[src/design/amc_pkg.sv]
`timescale 1ns / 1ps
// ----------------------------------------------------------------------------
// amc_pkg: shared types and constants for the adjacency matrix connectivity block
// Item types, operation codes, microcode control word layout and the
// microcode program itself.
// ----------------------------------------------------------------------------
package amc_pkg;

  // Operation codes of an input item.
  localparam logic [1:0] OP_ADD    = 2'd0;
  localparam logic [1:0] OP_REMOVE = 2'd1;
  localparam logic [1:0] OP_TEST   = 2'd2;
  localparam logic [1:0] OP_COMPL  = 2'd3;

  // Width of a vertex field.
  localparam int VTX_W = 6;

  typedef struct packed {
    logic [1:0]       opcode;
    logic [VTX_W-1:0] vertex_a;
    logic [VTX_W-1:0] vertex_b;
  } in_item_t;

  typedef struct packed {
    logic edge_present;
    logic connected;
    logic bad_vertex;
  } out_item_t;

  // Microcode step counter width.
  localparam int STEP_W = 4;

  // Jump conditions.
  localparam logic [2:0] COND_NONE     = 3'd0;
  localparam logic [2:0] COND_ALWAYS   = 3'd1;
  localparam logic [2:0] COND_NO_INPUT = 3'd2;
  localparam logic [2:0] COND_BAD      = 3'd3;
  localparam logic [2:0] COND_COMPL    = 3'd4;
  localparam logic [2:0] COND_CNT_MORE = 3'd5;
  localparam logic [2:0] COND_CHANGED  = 3'd6;
  localparam logic [2:0] COND_OUT_FULL = 3'd7;

  // Read address selection.
  localparam logic [1:0] SEL_A   = 2'd0;
  localparam logic [1:0] SEL_B   = 2'd1;
  localparam logic [1:0] SEL_CNT = 2'd2;

  // Write kinds: which row is written and how it is formed.
  localparam logic [1:0] WR_EDGE_A = 2'd0;
  localparam logic [1:0] WR_EDGE_B = 2'd1;
  localparam logic [1:0] WR_COMPL  = 2'd2;

  // Program step addresses.
  localparam logic [STEP_W-1:0] ST_IDLE      = 4'd0;
  localparam logic [STEP_W-1:0] ST_CHECK     = 4'd1;
  localparam logic [STEP_W-1:0] ST_READ_A    = 4'd2;
  localparam logic [STEP_W-1:0] ST_WRITE_A   = 4'd3;
  localparam logic [STEP_W-1:0] ST_WRITE_B   = 4'd4;
  localparam logic [STEP_W-1:0] ST_CMP_READ  = 4'd5;
  localparam logic [STEP_W-1:0] ST_CMP_WRITE = 4'd6;
  localparam logic [STEP_W-1:0] ST_SEEN_INIT = 4'd7;
  localparam logic [STEP_W-1:0] ST_PASS      = 4'd8;
  localparam logic [STEP_W-1:0] ST_WALK_RD   = 4'd9;
  localparam logic [STEP_W-1:0] ST_WALK_ACC  = 4'd10;
  localparam logic [STEP_W-1:0] ST_PASS_END  = 4'd11;
  localparam logic [STEP_W-1:0] ST_RESULT    = 4'd12;
  localparam logic [STEP_W-1:0] ST_RETURN    = 4'd13;

  // One control word of the microcode program.
  typedef struct packed {
    logic              in_rdy;
    logic [1:0]        rd_sel;
    logic              wr_en;
    logic [1:0]        wr_kind;
    logic              cnt_clr;
    logic              cnt_inc;
    logic              seen_init;
    logic              chg_clr;
    logic              accum;
    logic              edge_capture;
    logic              out_load;
    logic [2:0]        cond;
    logic [STEP_W-1:0] target;
  } ctrl_t;

  // Datapath flags that the jump conditions test.
  typedef struct packed {
    logic in_valid;
    logic bad;
    logic compl;
    logic cnt_more;
    logic changed;
    logic out_full;
  } status_t;

  // The microcode program.
  function automatic ctrl_t ucode_rom(input logic [STEP_W-1:0] step);
    ctrl_t w;
    w = '0;
    w.rd_sel = SEL_CNT;
    unique case (step)
      ST_IDLE: begin
        // Wait for an item.
        w.in_rdy = 1'b1;
        w.cond   = COND_NO_INPUT;
        w.target = ST_IDLE;
      end
      ST_CHECK: begin
        w.cnt_clr = 1'b1;
        w.cond    = COND_BAD;
        w.target  = ST_SEEN_INIT;
      end
      ST_READ_A: begin
        w.rd_sel = SEL_A;
        w.cond   = COND_COMPL;
        w.target = ST_CMP_READ;
      end
      ST_WRITE_A: begin
        w.rd_sel       = SEL_B;
        w.wr_en        = 1'b1;
        w.wr_kind      = WR_EDGE_A;
        w.edge_capture = 1'b1;
      end
      ST_WRITE_B: begin
        w.wr_en   = 1'b1;
        w.wr_kind = WR_EDGE_B;
        w.cond    = COND_ALWAYS;
        w.target  = ST_SEEN_INIT;
      end
      ST_CMP_READ: begin
        w.rd_sel = SEL_CNT;
      end
      ST_CMP_WRITE: begin
        w.wr_en   = 1'b1;
        w.wr_kind = WR_COMPL;
        w.cnt_inc = 1'b1;
        w.cond    = COND_CNT_MORE;
        w.target  = ST_CMP_READ;
      end
      ST_SEEN_INIT: begin
        w.seen_init = 1'b1;
      end
      ST_PASS: begin
        w.cnt_clr = 1'b1;
        w.chg_clr = 1'b1;
      end
      ST_WALK_RD: begin
        w.rd_sel = SEL_CNT;
      end
      ST_WALK_ACC: begin
        w.accum   = 1'b1;
        w.cnt_inc = 1'b1;
        w.cond    = COND_CNT_MORE;
        w.target  = ST_WALK_RD;
      end
      ST_PASS_END: begin
        w.cond   = COND_CHANGED;
        w.target = ST_PASS;
      end
      ST_RESULT: begin
        w.out_load = 1'b1;
        w.cond     = COND_OUT_FULL;
        w.target   = ST_RESULT;
      end
      default: begin
        w.cond   = COND_ALWAYS;
        w.target = ST_IDLE;
      end
    endcase
    return w;
  endfunction

endpackage

[src/design/amc_seq.sv]
`timescale 1ns / 1ps
// ----------------------------------------------------------------------------
// amc_seq: microcode sequencer
// Holds the step counter, fetches the control word from the program table
// and takes conditional jumps on the datapath flags.
// ----------------------------------------------------------------------------
module amc_seq (
  input  logic             clk,
  input  logic             rst,
  input  amc_pkg::status_t status,
  output amc_pkg::ctrl_t   ctrl
);

  logic [amc_pkg::STEP_W-1:0] step;
  logic [amc_pkg::STEP_W-1:0] step_next;
  logic                       take;

  // Fetch the control word of the current step.
  assign ctrl = amc_pkg::ucode_rom(step);

  // Evaluate the jump condition.
  always_comb begin
    unique case (ctrl.cond)
      amc_pkg::COND_NONE:     take = 1'b0;
      amc_pkg::COND_ALWAYS:   take = 1'b1;
      amc_pkg::COND_NO_INPUT: take = !status.in_valid;
      amc_pkg::COND_BAD:      take = status.bad;
      amc_pkg::COND_COMPL:    take = status.compl;
      amc_pkg::COND_CNT_MORE: take = status.cnt_more;
      amc_pkg::COND_CHANGED:  take = status.changed;
      amc_pkg::COND_OUT_FULL: take = status.out_full;
      default:                take = 1'b0;
    endcase
    step_next = take ? ctrl.target : step + 1'b1;
  end

  // Step counter.
  always_ff @(posedge clk) begin
    if (rst) begin
      step <= amc_pkg::ST_IDLE;
    end else begin
      step <= step_next;
    end
  end

endmodule

[src/design/amc_matrix.sv]
`timescale 1ns / 1ps
// ----------------------------------------------------------------------------
// amc_matrix: adjacency row memory
// One row per vertex, one write and one registered read a cycle. A valid
// bit per row makes rows that were never written read as zero after reset.
// ----------------------------------------------------------------------------
module amc_matrix #(
  parameter int NUM_VERTICES = 16
) (
  input  logic                            clk,
  input  logic                            rst,
  input  logic [$clog2(NUM_VERTICES)-1:0] rd_addr,
  output logic [NUM_VERTICES-1:0]         rd_row,
  input  logic                            wr_en,
  input  logic [$clog2(NUM_VERTICES)-1:0] wr_addr,
  input  logic [NUM_VERTICES-1:0]         wr_row
);

  logic [NUM_VERTICES-1:0] mem [NUM_VERTICES];
  logic [NUM_VERTICES-1:0] row_valid;
  logic [NUM_VERTICES-1:0] rd_data;
  logic                    rd_valid;

  // Row storage and registered read.
  always_ff @(posedge clk) begin
    if (wr_en) begin
      mem[wr_addr] <= wr_row;
    end
    rd_data <= mem[rd_addr];
  end

  // Valid bits, cleared at reset.
  always_ff @(posedge clk) begin
    if (rst) begin
      row_valid <= '0;
      rd_valid  <= 1'b0;
    end else begin
      if (wr_en) begin
        row_valid[wr_addr] <= 1'b1;
      end
      rd_valid <= row_valid[rd_addr];
    end
  end

  assign rd_row = rd_valid ? rd_data : '0;

endmodule

[src/design/adjacency_matrix_connectivity.sv]
`timescale 1ns / 1ps
// ----------------------------------------------------------------------------
// adjacency_matrix_connectivity: undirected graph edit and connectivity check
// Keeps an undirected adjacency bit matrix and reports, after each item,
// the edge bit and whether every vertex is reachable from vertex 0.
// ----------------------------------------------------------------------------
// Usage:
//   The input channel (in_valid, in_ready, in_item) takes one item with an
//   opcode (add, remove, test edge, complement matrix) and two endpoints.
//   The output channel (out_valid, out_ready, out_item) returns one result
//   item per input item, in order.
//   Order of work after an item is accepted: the edit comes first. An edge
//   item reads both endpoint rows and, for an add or remove, rewrites them;
//   a complement reads and inverts every row in turn, and an item with an
//   endpoint out of range skips the edit. The reachability walk then sweeps
//   over the rows again and again until the reached set stops growing, in
//   1 to N sweeps. The result is then loaded into the output register, and
//   the sequencer returns to idle before the next item is accepted.
//   The rows are read one at a time through the single read port of the
//   row memory, under the microcode program.
//   Reset clears the whole matrix at once through per-row valid bits, so
//   an item can be taken in the first cycle after reset.
//   One finished result is held in the output register; the next item is
//   accepted while it waits, and its own result waits in the sequencer
//   until the register is free.
// ----------------------------------------------------------------------------
module adjacency_matrix_connectivity #(
  parameter int NUM_VERTICES = 16
) (
  input  logic               clk,
  input  logic               rst,
  input  logic               in_valid,
  output logic               in_ready,
  input  amc_pkg::in_item_t  in_item,
  output logic               out_valid,
  input  logic               out_ready,
  output amc_pkg::out_item_t out_item
);

  localparam int IW = $clog2(NUM_VERTICES);

  amc_pkg::ctrl_t   ctrl;
  amc_pkg::status_t status;

  logic [1:0]              op;
  logic [IW-1:0]           va;
  logic [IW-1:0]           vb;
  logic                    bad;
  logic                    present;
  logic [NUM_VERTICES-1:0] seen;
  logic                    changed;
  logic [IW-1:0]           cnt;

  logic [IW-1:0]           rd_addr;
  logic [NUM_VERTICES-1:0] rd_row;
  logic                    wr_en;
  logic [IW-1:0]           wr_addr;
  logic [NUM_VERTICES-1:0] wr_row;
  logic [NUM_VERTICES-1:0] bit_a;
  logic [NUM_VERTICES-1:0] bit_b;
  logic [NUM_VERTICES-1:0] grown;
  logic                    in_bad;
  logic                    accept;
  logic                    out_full;

  amc_seq u_seq (
    .clk    (clk),
    .rst    (rst),
    .status (status),
    .ctrl   (ctrl)
  );

  amc_matrix #(
    .NUM_VERTICES (NUM_VERTICES)
  ) u_matrix (
    .clk     (clk),
    .rst     (rst),
    .rd_addr (rd_addr),
    .rd_row  (rd_row),
    .wr_en   (wr_en),
    .wr_addr (wr_addr),
    .wr_row  (wr_row)
  );

  // Input handshake.
  assign in_ready = ctrl.in_rdy && !rst;
  assign accept   = in_valid && in_ready;
  assign in_bad   = (in_item.opcode != amc_pkg::OP_COMPL) &&
                    (({1'b0, in_item.vertex_a} >= (amc_pkg::VTX_W + 1)'(NUM_VERTICES)) ||
                     ({1'b0, in_item.vertex_b} >= (amc_pkg::VTX_W + 1)'(NUM_VERTICES)));
  assign out_full = out_valid && !out_ready;

  // Flags for the sequencer.
  assign status.in_valid = in_valid;
  assign status.bad      = bad;
  assign status.compl    = (op == amc_pkg::OP_COMPL);
  assign status.cnt_more = (cnt != IW'(NUM_VERTICES - 1));
  assign status.changed  = changed;
  assign status.out_full = out_full;

  // Row read address.
  always_comb begin
    case (ctrl.rd_sel)
      amc_pkg::SEL_A: rd_addr = va;
      amc_pkg::SEL_B: rd_addr = vb;
      default:        rd_addr = cnt;
    endcase
  end

  // Row write: set or clear one edge bit, or complement a whole row.
  assign bit_a = NUM_VERTICES'(1) << va;
  assign bit_b = NUM_VERTICES'(1) << vb;

  always_comb begin
    case (ctrl.wr_kind)
      amc_pkg::WR_EDGE_A: begin
        wr_addr = va;
        wr_row  = (op == amc_pkg::OP_ADD) ? (rd_row | bit_b) : (rd_row & ~bit_b);
        wr_en   = ctrl.wr_en && (op != amc_pkg::OP_TEST);
      end
      amc_pkg::WR_EDGE_B: begin
        wr_addr = vb;
        wr_row  = (op == amc_pkg::OP_ADD) ? (rd_row | bit_a) : (rd_row & ~bit_a);
        wr_en   = ctrl.wr_en && (op != amc_pkg::OP_TEST);
      end
      default: begin
        wr_addr = cnt;
        wr_row  = ~rd_row;
        wr_en   = ctrl.wr_en;
      end
    endcase
  end

  // Reached set widened by the row of a reached vertex.
  assign grown = seen[cnt] ? (seen | rd_row) : seen;

  // Item capture and walk registers.
  always_ff @(posedge clk) begin
    if (accept) begin
      op      <= in_item.opcode;
      va      <= in_item.vertex_a[IW-1:0];
      vb      <= in_item.vertex_b[IW-1:0];
      bad     <= in_bad;
      present <= 1'b0;
    end
    if (ctrl.edge_capture) begin
      case (op)
        amc_pkg::OP_ADD:    present <= 1'b1;
        amc_pkg::OP_REMOVE: present <= 1'b0;
        default:            present <= rd_row[vb];
      endcase
    end
    if (ctrl.cnt_clr) begin
      cnt <= '0;
    end else if (ctrl.cnt_inc) begin
      cnt <= cnt + 1'b1;
    end
    if (ctrl.seen_init) begin
      seen <= NUM_VERTICES'(1);
    end else if (ctrl.accum) begin
      seen <= grown;
    end
    if (ctrl.chg_clr) begin
      changed <= 1'b0;
    end else if (ctrl.accum && (grown != seen)) begin
      changed <= 1'b1;
    end
  end

  // Output register.
  always_ff @(posedge clk) begin
    if (rst) begin
      out_valid <= 1'b0;
    end else if (ctrl.out_load && !out_full) begin
      out_valid <= 1'b1;
    end else if (out_ready) begin
      out_valid <= 1'b0;
    end
  end

  always_ff @(posedge clk) begin
    if (ctrl.out_load && !out_full) begin
      out_item.edge_present <= present;
      out_item.connected    <= &seen;
      out_item.bad_vertex   <= bad;
    end
  end

endmodule

[config.mk]
export PLATFORM = sky130hd
export DESIGN_NAME = adjacency_matrix_connectivity
export DESIGN_NICKNAME = d
export VERILOG_FILES = /design/src/design/amc_pkg.sv /design/src/design/amc_seq.sv /design/src/design/amc_matrix.sv /design/src/design/adjacency_matrix_connectivity.sv
export SDC_FILE = /design/constraint.sdc
export NUM_CORES = 1
export LEC_CHECK = 0
export BUFFER_PORTS_ARGS = -buffer_cell sky130_fd_sc_hd__buf_2
export CAP_MARGIN = 40
export CORE_MARGIN = 2
export CORE_UTILIZATION = 30
export DETAILED_ROUTE_END_ITERATION = 7
export GPL_TIMING_DRIVEN = 0
export PLACE_DENSITY_LB_ADDON = 0.3
export SYNTH_ARGS = -nofsm -noshare
export SYNTH_HDL_FRONTEND = slang
export SYNTH_HIERARCHICAL = 1
export SYNTH_SLANG_ARGS = --single-unit
[constraint.sdc]
create_clock -name clk -period 5.7 [get_ports clk]
set_clock_uncertainty 0.1 [all_clocks]
set_input_delay 1.14 -clock clk [delete_from_list [all_inputs] [get_ports clk]]
set_output_delay 1.14 -clock clk [all_outputs]
set_load 0.01 [all_outputs]
==> out/metrics.cfg <==
[outcome]
outcome=finished clean

[cells_and_area]
nNetsFinal=1018
fillers=4377
multi_input_area_mm2=0.00442
antenna_cells=0
syn2layout_area_growth_pct=17.4
register_area_mm2=0.00932
drive_gt1_share_pct=21.0
final_util_pct=35.7
stdcell_area_mm2=0.0166
fin_cells=1629

[place]
place.gp.congestion=0.875
dp_hpwl_um=23800
io_buffers=22
numPlacedInstances=1563
place_area_mm2=0.0155

[timing]
fin_tns_setup_ns=0
tightest_slew_ns=0.925
period_minus_slack_ns=4.71
hold_viol=0
setup_viol=0
rsz0062_at_grt=no
maxSlewViolCount=0
hold_slack_ns=0.358
fmax_ghz=0.212
fin_crit_sh_pct=82.6
relSlewSlack_pct=37.7

[route]
met2_wirelength_um=15800
wl_um=33500
drtPass1Iterations=5
first_iter_violations=856
wl_met3_um=1550
top_layer_used=met4
antenna_left=0
viasPerCell=5.05
wl_met1_um=15400
vias=8230
drc=0
drt-wirelength-per-cell_um=20.6

[synth]
syn_nets=920
yosysWarnings=6
synthArstFlopShare_pct=0
synthTopCellsByArea=edfxtp_1 (57%), dfxtp_1 (8.3%), mux4_2 (7.6%)
synthCells=896
syn_area_per_cell_um2=15.8
synth_ff_type=edfxtp_1
netlist_area_mm2=0.0142
ys_ff_latch=330
yosys.area.top_type=edfxtp_1
synth.distinct_cells=74
ys_seq_area_share_pct=65.8
synth_edf_count=271
synth_top_area_share_pct=57.5

[clock_tree]
cts.clk_slew.worst_paths_ns=0.06
cts.htree.levels=2
cts_setup_buffers=0
cts-root-buf=clkbuf_16
numCtsBuffers=36
clock_latency_ns=0.55
cts-hold-fix-buffers=0
cts_resized=0
cts.sinks=330
cts_tree=yes
cts_buffer_depth=3

[worst_hold_path]
hp-class=reg -> reg

[critical_path]
criticalPathCategory=reg -> reg
required_ns=5.84
start_kind=flip-flop
cp.arrival_ns=4.85
end_kind=flip-flop
crit_path_max_fanout=10

[grt]
grt_pass1_vias=8415
grt_usage_pct=13.7
grt_pass1_wl_um=51500
grt_max_degree=15
antenna_found_initial=1
grt.overflow.total=0

[floorplan]
die_area_mm2=0.0490
fp-row-count=79
io_pins=23
die_w_um=221
core-area_mm2=0.0466
die_h_um=221
start_util_pct=30.4

[pwr]
leakage_nw=5.63
power_density_mw_per_mm2=423
irDropWorstVdd_uv=321

[run]
cap_violations=0

## kinds of logic (layout without fill, tap and decap cells)
family / count (synthesis) / count (layout) / synth area share (%)
compound gates: 157 / 157 / 8.11
xor+xnor: 5 / 5 / 0.309
fa+ha+maj: 6 / 6 / 0.530
buf+inv: 83 / 209 / 3.34
flops: 330 / 330 / 65.8
mux: 106 / 106 / 14.5
simple gates: 209 / 209 / 7.42
## registers in the layout, indices dropped and copies added (netlist names)
register	cells
changed	1
u_matrix/rd_data	16
bad	1
out_valid	1
u_matrix/row_valid	16
op	2
u_seq/step	4
out_item	3
u_matrix/mem	256
cnt	4
va	4
present	1
seen	16
vb	4
u_matrix/rd_valid	1
## report_power, final
| group | internal [mW] | switching [mW] | total, mW |
|---|---|---|---|
| clock | 1.30 | 0.974 | 2.28 |
| sequential | 2.92 | 0.0932 | 3.01 |
| combinational | 0.735 | 1.02 | 1.75 |
## path summary, 6_finish.rpt
path | start | endpoint | slack (ns) | depth (start not counted)
max | u_seq/step[0] | u_matrix/mem[1][4] | 0.99 | 11
min reg2reg | present | out_item[2] | 0.36 | 0
min | present | out_item[2] | 0.36 | 0
max reg2reg | u_seq/step[0] | u_matrix/mem[1][4] | 0.99 | 11
## metrics by stage
| stage | setup slack, ns | power, mW |
|---|---|---|
| CTS | 1.04 | 7.11 |
| detailed placement | 1.10 | 4.82 |
| global route | 0.658 | 7.37 |
| floorplan | 1.49 | 4.24 |
| global placement | -0.490 | 4.74 |
| finish | 0.991 | 7.04 |
## metal layers
layer  GRT usage [%]  vias to the layer above
met5               0                        -
li1                -                     3755
met3            2.08                       54
met2            22.2                      205
met4            3.98                        0
met1            18.9                     4216
## area by class of cell
cell class                      instances  share of cell area, %
Buffer                                 57                   2.26
Sequential cell                       330                   56.1
Clock buffer                           45                   5.74
Tap cell                              607                   4.57
Clock inverter                         21                   1.28
Timing Repair Buffer                   60                   2.91
Multi-Input combinational cell        483                   26.6
Inverter                               26                  0.587
## layout by cell type, fill, tap and decap left out, types with 31 or more instances in the layout
cell       instances
edfxtp_1         271
nor2_1            60
dfxtp_1           59
mux4_2            48
clkbuf_16         36
clkbuf_1          35
mux2i_1           33
nand2_1           32
a21oi_1           31
buf_2             31
## cell usage after synthesis (8+ instances only)
cell	n
a221o_1	16
nand2_1	32
mux4_1	24
nor2b_1	17
clkbuf_1	28
a21oi_1	31
buf_2	8
nand3_1	10
dfxtp_1	59
mux4_2	48
o21ai_1	8
a31oi_1	9
edfxtp_1	271
o21ai_0	25
a22o_1	17
nor2_1	72
mux2i_1	33
inv_1	24
and2_1	22
nor3_1	11
## worst max-delay path, cell delays in order (launching register included)
cell and delay [ns]:
dfxtp_1 0.37, inv_1 0.11, ha_1 0.28, clkbuf_1 0.37, and3_1 0.35, clkbuf_1 0.41, clkbuf_1 0.40, nor2_1 0.07
a21boi_0 0.61, or3b_1 0.53, nor2_2 0.55, buf_6 0.24
No activity file was read; power rests on OpenSTA's default activity.
